`src/design/apd_pkg.sv`:
```
`timescale 1ns / 1ps

package apd_pkg;

    localparam int CALIB_SAMPLES = 200;
    localparam int CALIB_IDX_W   = $clog2(CALIB_SAMPLES + 1);

    localparam int SAMPLE_W = 16;
    localparam int SUM_W    = 24;
    localparam int SUM_MAG_W = 23;
    localparam int BIAS_W   = 16;
    localparam int DIFF_W   = 17;
    localparam int FILT_W   = 25;
    localparam int GAIN_W   = 9;
    localparam int THR_W    = 16;
    localparam int COUNT_W  = 8;
    localparam int CFG_W    = 16;

    localparam int RECIP_SHIFT = 31;
    localparam int RECIP_W     = 32;
    localparam logic [RECIP_W-1:0] CALIB_RECIP = RECIP_W'(
        ((64'd1 << RECIP_SHIFT) + 64'(CALIB_SAMPLES) - 64'd1) / 64'(CALIB_SAMPLES));
    localparam int PROD_W = SUM_MAG_W + RECIP_W;

    localparam logic [THR_W-1:0]   LAUNCH_THRESHOLD_RST = 16'd24576;
    localparam logic [THR_W-1:0]   APOGEE_THRESHOLD_RST = 16'd1638;
    localparam logic [THR_W-1:0]   ZERO_BAND_RST        = 16'd492;
    localparam logic [GAIN_W-1:0]  FILTER_GAIN_RST      = 9'd51;
    localparam logic [COUNT_W-1:0] APOGEE_COUNT_RST     = 8'd25;
    localparam logic [GAIN_W-1:0]  GAIN_FULL            = 9'd256;
    localparam logic [COUNT_W-1:0] COUNT_MAX            = 8'd255;

    typedef enum logic [2:0] {
        CFG_LAUNCH_THRESHOLD = 3'd0,
        CFG_APOGEE_THRESHOLD = 3'd1,
        CFG_ZERO_BAND        = 3'd2,
        CFG_FILTER_GAIN      = 3'd3,
        CFG_APOGEE_COUNT     = 3'd4
    } cfg_index_t;

    typedef enum logic [1:0] {
        PHASE_CALIB    = 2'd0,
        PHASE_WAIT     = 2'd1,
        PHASE_FLIGHT   = 2'd2,
        PHASE_APOGEE   = 2'd3
    } phase_t;

endpackage

```
`src/design/accel_launch_apogee_detector.sv`:
```
`timescale 1ns / 1ps

// channel   direction   handshake              payload
// in        input       in_valid / in_stall    accel_z_raw
// out       output      out_valid / out_stall  phase, filtered_accel, quiet_count
// cfg       input       cfg_write              cfg_index, cfg_data
//
// Two register stages: an input register, then one pass of logic into the result register.
// One item per cycle when not stalled; out_valid rises as the result register loads.
// After the last calibration item a bubble computes the bias (reciprocal multiply).
// Reset clears all control and detector state and loads the register defaults.
// out_stall holds the result register; the input register still fills while it waits.
module accel_launch_apogee_detector (
    input  logic                                    clk,
    input  logic                                    rst_n,
    input  logic                                    in_valid,
    output logic                                    in_stall,
    input  logic signed [apd_pkg::SAMPLE_W-1:0]     accel_z_raw,
    output logic                                    out_valid,
    input  logic                                    out_stall,
    output logic [1:0]                              phase,
    output logic signed [apd_pkg::FILT_W-1:0]       filtered_accel,
    output logic [apd_pkg::COUNT_W-1:0]             quiet_count,
    input  logic                                    cfg_write,
    input  logic [2:0]                              cfg_index,
    input  logic [apd_pkg::CFG_W-1:0]               cfg_data
);
    import apd_pkg::*;

    logic [THR_W-1:0]   launch_thr_reg;
    logic [THR_W-1:0]   apogee_thr_reg;
    logic [THR_W-1:0]   zero_band_reg;
    logic [GAIN_W-1:0]  gain_reg;
    logic [COUNT_W-1:0] apogee_count_reg;

    logic                       in_valid_reg;
    logic signed [SAMPLE_W-1:0] sample_reg;

    logic [CALIB_IDX_W-1:0]     calib_index_reg;
    logic                       calib_done_reg;
    logic                       bias_pending_reg;
    logic signed [SUM_W-1:0]    calib_sum_reg;
    logic signed [BIAS_W-1:0]   bias_reg;
    logic signed [FILT_W-1:0]   filter_reg;
    logic                       launched_reg;
    logic                       apogee_reg;
    logic [COUNT_W-1:0]         run_reg;

    logic                       out_valid_reg;
    phase_t                     phase_reg;
    logic signed [FILT_W-1:0]   filt_out_reg;
    logic [COUNT_W-1:0]         quiet_out_reg;

    logic advance;
    logic accept;

    logic                       sum_neg;
    logic [SUM_W-1:0]           sum_abs;
    logic [PROD_W-1:0]          bias_prod;
    logic [BIAS_W:0]            bias_quot;
    logic [BIAS_W:0]            bias_signed;

    logic signed [DIFF_W-1:0]   diff;
    logic [DIFF_W-1:0]          diff_mag;
    logic signed [DIFF_W-1:0]   diff_z;
    logic [GAIN_W-1:0]          gain_sat;
    logic signed [GAIN_W:0]     gain_s;
    logic signed [GAIN_W:0]     keep_s;
    logic signed [DIFF_W+GAIN_W:0]      prod_new;
    logic signed [FILT_W+GAIN_W:0]      prod_old;
    logic signed [FILT_W+GAIN_W+1:0]    acc;
    logic signed [FILT_W-1:0]   y;
    logic [FILT_W-1:0]          y_mag;
    logic                       is_big;
    logic                       is_quiet;

    logic                       launched_next;
    logic                       apogee_next;
    logic [COUNT_W-1:0]         run_next;
    phase_t                     phase_next;

    assign advance  = in_valid_reg && !bias_pending_reg && (!out_valid_reg || !out_stall);
    assign in_stall = in_valid_reg && !advance;
    assign accept   = in_valid && !in_stall;

    assign out_valid      = out_valid_reg;
    assign phase          = phase_reg;
    assign filtered_accel = filt_out_reg;
    assign quiet_count    = quiet_out_reg;

    // bias = sum / CALIB_SAMPLES, truncated toward zero
    assign sum_neg     = calib_sum_reg[SUM_W-1];
    assign sum_abs     = sum_neg ? SUM_W'(-calib_sum_reg) : SUM_W'(calib_sum_reg);
    assign bias_prod   = PROD_W'(sum_abs[SUM_MAG_W-1:0]) * PROD_W'(CALIB_RECIP);
    assign bias_quot   = bias_prod[RECIP_SHIFT+BIAS_W:RECIP_SHIFT];
    assign bias_signed = sum_neg ? (BIAS_W+1)'(-bias_quot) : bias_quot;

    always_comb
    begin
        diff     = DIFF_W'(sample_reg) - DIFF_W'(bias_reg);
        diff_mag = diff[DIFF_W-1] ? DIFF_W'(-diff) : DIFF_W'(diff);
        diff_z   = (diff_mag < DIFF_W'(zero_band_reg)) ? '0 : diff;

        gain_sat = (gain_reg > GAIN_FULL) ? GAIN_FULL : gain_reg;
        gain_s   = $signed({1'b0, gain_sat});
        keep_s   = $signed({1'b0, GAIN_W'(GAIN_FULL - gain_sat)});
        prod_new = gain_s * diff_z;
        prod_old = keep_s * filter_reg;
        acc      = (FILT_W+GAIN_W+2)'($signed({prod_new, 8'b0}))
                 + (FILT_W+GAIN_W+2)'(prod_old);
        y        = acc[FILT_W+7:8];
        y_mag    = y[FILT_W-1] ? FILT_W'(-y) : FILT_W'(y);
        is_big   = y_mag > {1'b0, launch_thr_reg, 8'b0};
        is_quiet = y_mag < {1'b0, apogee_thr_reg, 8'b0};

        launched_next = launched_reg || is_big;
        apogee_next   = apogee_reg;
        run_next      = run_reg;
        if (launched_next && !apogee_reg)
        begin
            if (is_quiet)
            begin
                run_next = (run_reg == COUNT_MAX) ? run_reg : run_reg + 1'b1;
            end
            else
            begin
                run_next = '0;
            end
            apogee_next = run_next >= apogee_count_reg;
        end

        if (apogee_next)
        begin
            phase_next = PHASE_APOGEE;
        end
        else if (launched_next)
        begin
            phase_next = PHASE_FLIGHT;
        end
        else
        begin
            phase_next = PHASE_WAIT;
        end
    end

    always_ff @(posedge clk or negedge rst_n)
    begin
        if (!rst_n)
        begin
            launch_thr_reg   <= LAUNCH_THRESHOLD_RST;
            apogee_thr_reg   <= APOGEE_THRESHOLD_RST;
            zero_band_reg    <= ZERO_BAND_RST;
            gain_reg         <= FILTER_GAIN_RST;
            apogee_count_reg <= APOGEE_COUNT_RST;
        end
        else if (cfg_write)
        begin
            case (cfg_index)
                CFG_LAUNCH_THRESHOLD: launch_thr_reg   <= cfg_data;
                CFG_APOGEE_THRESHOLD: apogee_thr_reg   <= cfg_data;
                CFG_ZERO_BAND:        zero_band_reg    <= cfg_data;
                CFG_FILTER_GAIN:      gain_reg         <= cfg_data[GAIN_W-1:0];
                CFG_APOGEE_COUNT:     apogee_count_reg <= cfg_data[COUNT_W-1:0];
                default:              ;
            endcase
        end
    end

    always_ff @(posedge clk or negedge rst_n)
    begin
        if (!rst_n)
        begin
            in_valid_reg <= 1'b0;
        end
        else if (accept)
        begin
            in_valid_reg <= 1'b1;
        end
        else if (advance)
        begin
            in_valid_reg <= 1'b0;
        end
    end

    always_ff @(posedge clk)
    begin
        if (accept)
        begin
            sample_reg <= accel_z_raw;
        end
    end

    always_ff @(posedge clk or negedge rst_n)
    begin
        if (!rst_n)
        begin
            calib_index_reg  <= '0;
            calib_done_reg   <= 1'b0;
            bias_pending_reg <= 1'b0;
            calib_sum_reg    <= '0;
            bias_reg         <= '0;
            filter_reg       <= '0;
            launched_reg     <= 1'b0;
            apogee_reg       <= 1'b0;
            run_reg          <= '0;
            out_valid_reg    <= 1'b0;
            phase_reg        <= PHASE_CALIB;
            filt_out_reg     <= '0;
            quiet_out_reg    <= '0;
        end
        else
        begin
            if (bias_pending_reg)
            begin
                bias_reg         <= bias_signed[BIAS_W-1:0];
                bias_pending_reg <= 1'b0;
            end

            if (advance)
            begin
                out_valid_reg <= 1'b1;
                if (!calib_done_reg)
                begin
                    calib_sum_reg   <= calib_sum_reg + SUM_W'(sample_reg);
                    calib_index_reg <= calib_index_reg + 1'b1;
                    if (calib_index_reg == CALIB_IDX_W'(CALIB_SAMPLES - 1))
                    begin
                        calib_done_reg   <= 1'b1;
                        bias_pending_reg <= 1'b1;
                    end
                    phase_reg     <= PHASE_CALIB;
                    filt_out_reg  <= '0;
                    quiet_out_reg <= '0;
                end
                else
                begin
                    filter_reg    <= y;
                    launched_reg  <= launched_next;
                    apogee_reg    <= apogee_next;
                    run_reg       <= run_next;
                    phase_reg     <= phase_next;
                    filt_out_reg  <= y;
                    quiet_out_reg <= run_next;
                end
            end
            else if (!out_stall)
            begin
                out_valid_reg <= 1'b0;
            end
        end
    end

endmodule

```
`config.mk`:
```
export PLATFORM = sky130hd
export DESIGN_NAME = accel_launch_apogee_detector
export DESIGN_NICKNAME = d
export VERILOG_FILES = /design/src/design/apd_pkg.sv /design/src/design/accel_launch_apogee_detector.sv
export SDC_FILE = /design/constraint.sdc
export NUM_CORES = 2
export LEC_CHECK = 0
export BUFFER_PORTS_ARGS = -buffer_cell sky130_fd_sc_hd__buf_2
export CORE_MARGIN = 2
export CORE_UTILIZATION = 35
export DETAILED_ROUTE_END_ITERATION = 7
export PLACE_DENSITY_LB_ADDON = 0.1
export SLEW_MARGIN = 20
export SYNTH_ARGS = -nofsm -noshare
export SYNTH_HDL_FRONTEND = slang
export SYNTH_SLANG_ARGS = --single-unit
export TNS_END_PERCENT = 50
```
`constraint.sdc`:
```
create_clock -name clk -period 28.2 [get_ports clk]
set_input_delay 1.41 -clock clk [delete_from_list [all_inputs] [get_ports clk]]
set_output_delay 1.41 -clock clk [all_outputs]
set_load 0.05 [all_outputs]
```
Word-level counts from Yosys, hierarchy flattened
Index checks and enable logic that the tools add are counted.

Equal/unequal tests: 7. Muxes and demuxes: 24. Reductions and logical operators: 22. Bitwise logic cells: 1. Shift operators: 0. Divide/modulo/power cells: 0. $add $sub $neg: 10. Magnitude comparators: 5. Multipliers: 3.

Operator list (number): $mux 25 (2); $mul 23x24->47 const B (1); $mux 8 (5); $mux 17 (2); $add 33x33->33 (1); $mul 10x25->33 (1); $gt 25x24->1 (1); $lt 25x24->1 (1); $mul 10x17->25 (1); $neg 25->25 (1); $add 24x16->24 (1); $mux 23 (1); $neg 23->23 (1); $lt 17x16->1 (1); $neg 17->17 (1); $sub 16x16->17 (1); $add 8x1->8 const B (2); $eq 8x8->1 const B (2); $mux 16 (1); $neg 16->16 (1); $reduce_and 2->1 (7); $gt 9x9->1 const B (1); $mux 1 (9); $mux 9 (1); 13 further kinds (26).

Bits in latches: 0. RAM bits: 0. Output and inout port bits: 37. Logic and storage cells: 92. Input port bits: 40. Register bits after elaboration: 203. Memory bits (read-only): 0. Memories: 0.

Logic depth before layout (Yosys ltp)
Word-level depth: 17. Mapped depth: 91. Gate-level depth less buffers: 86.

Worst setup path before layout
No wires, ideal clock.

Path type: register to register. Start: register sample_reg[0]. End: register phase_reg[0] (netlist: phase[0]). Stages on the path, launching flop included: 83. Clock period less this slack: 16.832 ns. Arrival time: 16.708 ns. Data required time: 28.076 ns. Buffers on the path: 7. Library setup time: 0.124 ns. Setup slack: 11.368 ns. Cell sequence: edfxtp_1 inv_1 ha_1 fa_1 nand2b_1 a21oi_1 o21ai_0 o31a_1 o21ai_0 nand2_1 a31oi_1 clkbuf_1 a21oi_1 xor2_1 ha_1 and4_1 a2111oi_0 a32oi_1 (+47 left out) o211ai_1 o221a_2 or2_2 clkbuf_1 o21bai_1 ha_1 nand2b_1 a21oi_1 nor2b_1 o21ai_0 nand2b_1 a21oi_1 nor2b_1 o21ai_0 nand2b_1 a21oi_1 nor2_1 a211o_1.

Word-level cells in the longest chain between the ends: 16. Elaborated cells on any way between the ends: 20. Classes of those cells: add/sub: 4; mul: 1; order compare: 4; mux: 9; reduce/logical: 2.

RTL lines: start: declaration (line accel_launch_apogee_detector.sv:37) `logic signed [SAMPLE_W-1:0] sample_reg;`; start signal: assignment (line accel_launch_apogee_detector.sv:189) `sample_reg <= accel_z_raw;`; $sub 16x16->17 (*) (line accel_launch_apogee_detector.sv:100) `diff = DIFF_W'(sample_reg) - DIFF_W'(bias_reg);`; $neg 17->17 (line accel_launch_apogee_detector.sv:101) `diff_mag = diff[DIFF_W-1] ? DIFF_W'(-diff) : DIFF_W'(diff);`; $mux 17 (line accel_launch_apogee_detector.sv:101); $lt 17x16->1 (line accel_launch_apogee_detector.sv:102) `diff_z = (diff_mag < DIFF_W'(zero_band_reg)) ? '0 : diff;`; $mux 17 (*) (line accel_launch_apogee_detector.sv:102); $mul 10x17->25 (*) (line accel_launch_apogee_detector.sv:107) `prod_new = gain_s * diff_z;`; $add 33x33->33 (*) (line accel_launch_apogee_detector.sv:110) `+ (FILT_W+GAIN_W+2)'(prod_old);`; $neg 25->25 (line accel_launch_apogee_detector.sv:112) `y_mag = y[FILT_W-1] ? FILT_W'(-y) : FILT_W'(y);`; $mux 25 (*) (line accel_launch_apogee_detector.sv:112); $lt 25x24->1 (line accel_launch_apogee_detector.sv:114) `is_quiet = y_mag < {1'b0, apogee_thr_reg, 8'b0};`; $mux 8 (line accel_launch_apogee_detector.sv:121) `if (is_quiet)`; $mux 8 (line accel_launch_apogee_detector.sv:119) `if (launched_next && !apogee_reg)`; $ge 8x8->1 (line accel_launch_apogee_detector.sv:129) `apogee_next = run_next >= apogee_count_reg;`; $mux 1 (line accel_launch_apogee_detector.sv:119); $mux 2 (*) (line accel_launch_apogee_detector.sv:132) `if (apogee_next)`; $mux 2 (*) (line accel_launch_apogee_detector.sv:222) `if (!calib_done_reg)`; end signal: assignment (line accel_launch_apogee_detector.sv:241) `phase_reg <= phase_next;`; end: declaration (line accel_launch_apogee_detector.sv:50) `phase_t phase_reg;`.

Every way passes the cells marked *; elsewhere a longest branch is shown, timed or not. The select of a mux whose other input is x is not followed. A chain may end at the register's enable or synchronous reset.

Final worst setup path
Ends and elaborated chain as after synthesis.

==> impl_metrics.env <==
export IMPL_holdPathStages=2
export IMPL_fin_crit_ps=18920
export IMPL_coreArea_mm2=0.0986
export IMPL_reg2reg_depth=83
export IMPL_gp_congestion=0.846
export IMPL_path_buf_inv=9
export IMPL_synth_cell_type_count=86
export IMPL_synth_compound_area_share=0.0955
export IMPL_grt_pass1_vias=26700
export IMPL_met3_usage=0.0232
export IMPL_boundaryPins=77
export IMPL_drv_cap=0
export IMPL_synth_xor_area_share=0.0446
export IMPL_yosys_mux_area_fraction=0.00624
export IMPL_ctsHoldBuffers=0
export IMPL_timing_rr_start="sample_reg[0]"
export IMPL_synth_avg_cell_area_um2=9.13
export IMPL_top_usage_layer="met2"
export IMPL_globalRouteOverflowTotal=0
export IMPL_yosys_area_top_type="fa_1"
export IMPL_hpwl_mm=85.5
export IMPL_wl_mm=101
export IMPL_clock_sinks=203
export IMPL_relSlewSlack=0.262
export IMPL_dominantRegCellSynth="dfrtp_1"
export IMPL_areaGrowthSynthToFinish_pct=8.29
export IMPL_ant_nets=0
export IMPL_worstSetupPathDepth=83
export IMPL_dieArea_mm2=0.102
export IMPL_ys_warn_count=0
export IMPL_hold_viol=0
export IMPL_synthSimpleGateAreaFrac=0.143
export IMPL_cts_resized=0
export IMPL_clockBufferDepth=3
export IMPL_synth_seq_cells=203
export IMPL_synthTopCellsByArea="fa_1, ha_1, dfrtp_1"
export IMPL_synthCells=3822
export IMPL_reg2reg_slack_ps=9280
export IMPL_cts_root_buf="clkbuf_16"
export IMPL_grtUsageMet2=0.328
export IMPL_drive_gt1_frac=0.0623
export IMPL_clkLatencyLatePin_ps=600
export IMPL_cp_slowest_cell="a32oi_1"
export IMPL_dr_pass1_iters=6
export IMPL_crit_path_start_kind="register"
export IMPL_n_fill_cell=10100
export IMPL_syn_area_mm2=0.0349
export IMPL_crit_type="reg2reg"
export IMPL_slew_violations=0
export IMPL_hold_path_end="filtered_accel[23]"
export IMPL_synth_top_family_by_area="adder cells"
export IMPL_fin_skew_ps=27.3
export IMPL_post_drt_wl_per_cell_um=19.6
export IMPL_grtUsageMet1=0.299
export IMPL_viasPerCell=4.89
export IMPL_hold_class="reg2reg"
export IMPL_hold_path_startpoint="filtered_accel[23]"
export IMPL_vias=25200
export IMPL_drc=0
export IMPL_start_util=0.354
export IMPL_fin_crit_sh=0.671
export IMPL_synth_nets=4850
export IMPL_grtUsageTotal=0.203
export IMPL_cts_clk_slew_worst_paths_ps=60
export IMPL_die_y_um=320
export IMPL_setup_viol=0
export IMPL_grt_max_degree=76
export IMPL_max_freq_ghz=0.0529
export IMPL_htree_levels=1
export IMPL_cp_common_cell="a21oi_1"
export IMPL_synthArstFlopShare=0.921
export IMPL_cts_setup_buffers=0
export IMPL_antenna_found_initial=4
export IMPL_multi_input_area_mm2=0.0265
export IMPL_num_rows=115
export IMPL_cp_arrival_ps=19400
export IMPL_cts_buffers=27
export IMPL_cp_max_fo=20
export IMPL_register_area_mm2=0.00519
export IMPL_r2r_end="phase[0]"
export IMPL_drtIter0Drc=1208
export IMPL_max_stage_delay_ps=820
export IMPL_synth_edf_count=16
export IMPL_tightest_slew_ps=1100
export IMPL_critPathCaptureType="register"
export IMPL_cp_top_family="compound AO/OA/AOI/OAI gates"
export IMPL_die_x_um=320
export IMPL_rsz0062_at_grt="false"
export IMPL_fin_tns_setup_ps=0
export IMPL_fin_nets=4877
export IMPL_status="finished, final reports clean"
export IMPL_synth_top_area_frac=0.301
export IMPL_synth_adder_area_share=0.467
export IMPL_cts_tree="done"
export IMPL_io_buffers=76
export IMPL_grt_pass1_wl_mm=160
export IMPL_worstPathRequired_ps=28680
export IMPL_ys_seq_area_frac=0.149
## kinds of logic after synthesis
kind of cell / after synthesis
xor gates and xnor gates: 176
adders and majority gates: 988
muxes: 20
buffers and inverters: 884
and+or+nand+nor: 1035
DFF: 203
AOI/OAI and AO/OA: 516
## worst max path at each step
| stage | from | endpoint | slack (ps) |
|---|---|---|---|
| floorplan | sample_reg[0] | phase[0] | 11370 |
| detailed placement | sample_reg[0] | phase[0] | 9080 |
| finish | sample_reg[0] | phase[0] | 9280 |
| CTS | sample_reg[0] | phase[0] | 9020 |
| global route | sample_reg[0] | phase[0] | 7680 |
| global placement | sample_reg[0] | phase[0] | 9410 |
## Yosys cell counts, types with 20 or more instances
cell,n
inv_1,769
nor2_1,208
a21oi_1,113
nand2b_1,38
o21ai_0,166
a21o_1,62
xor2_1,51
nor2b_1,42
nor3_1,42
buf_1,20
o21a_1,22
nand2_1,389
xnor2_1,124
dfstp_2,21
dfrtp_1,166
nand3_1,36
fa_1,524
and2_1,158
nand4_1,21
ha_1,464
clkbuf_1,92
## layer usage
metal	wire, µm	vias up
li1	-	12200
met3	4400	71
met5	13	-
met2	45800	416
met4	1350	2
met1	49500	12600
## area by class of cell
cell class	instances	share of cell area
diodes	2	0.000132
clock buffers	36	0.0201
clock inverters	14	0.00477
inverters	770	0.0765
multi-input cells	2735	0.701
flip-flops and latches	203	0.137
well taps	1287	0.0426
repair buffers	112	0.0175
## cells in the final DEF, fill, tap and decap left out, drive strengths merged, types with 7 or more instances in the layout
master and n:
edfxtp 16, a31oi 17, nor2 208, fa 524
a21boi 11, dfstp 21, xnor2 124, o31ai 16
nand3 36, and3 18, a21oi 113, or2 15
xor2 51, inv 772, nand2 390, a211oi 14
nand2b 38, nand4 21, ha 464, and2 159
a21o 62, o21bai 9, mux2 14, nor3 43
o21a 22, clkbuf 37, o21ai 170, nor2b 42
o41ai 7, buf 111, nor4 13, dfrtp 166
or3 20
## worst register-to-register path, delay by kind of cell, from the launching register on
| family | cells | cell delay (ps) |
|---|---|---|
| simple gates | 21 | 2750 |
| flops | 1 | 350 |
| buf+inv | 9 | 1010 |
| fa+ha+maj | 15 | 6000 |
| xor+xnor | 3 | 780 |
| compound gates | 35 | 7880 |
## stage by stage
stage	std cells	hold WS (ps)	area, µm²	util	setup WS, ps
after floorplan	3822	436	34900	-	11370
final	5159	467	37800	0.383	9280
after global routing	5157	492	37800	0.383	7680
after detailed placement	5107	458	36800	0.374	9080
after CTS	5157	473	37800	0.383	9020
after global placement	5107	454	36800	0.374	9410
Power is left out: the tool's default activity adds up to more than one toggle a clock period on the data nets, which glitch-free logic cannot reach.
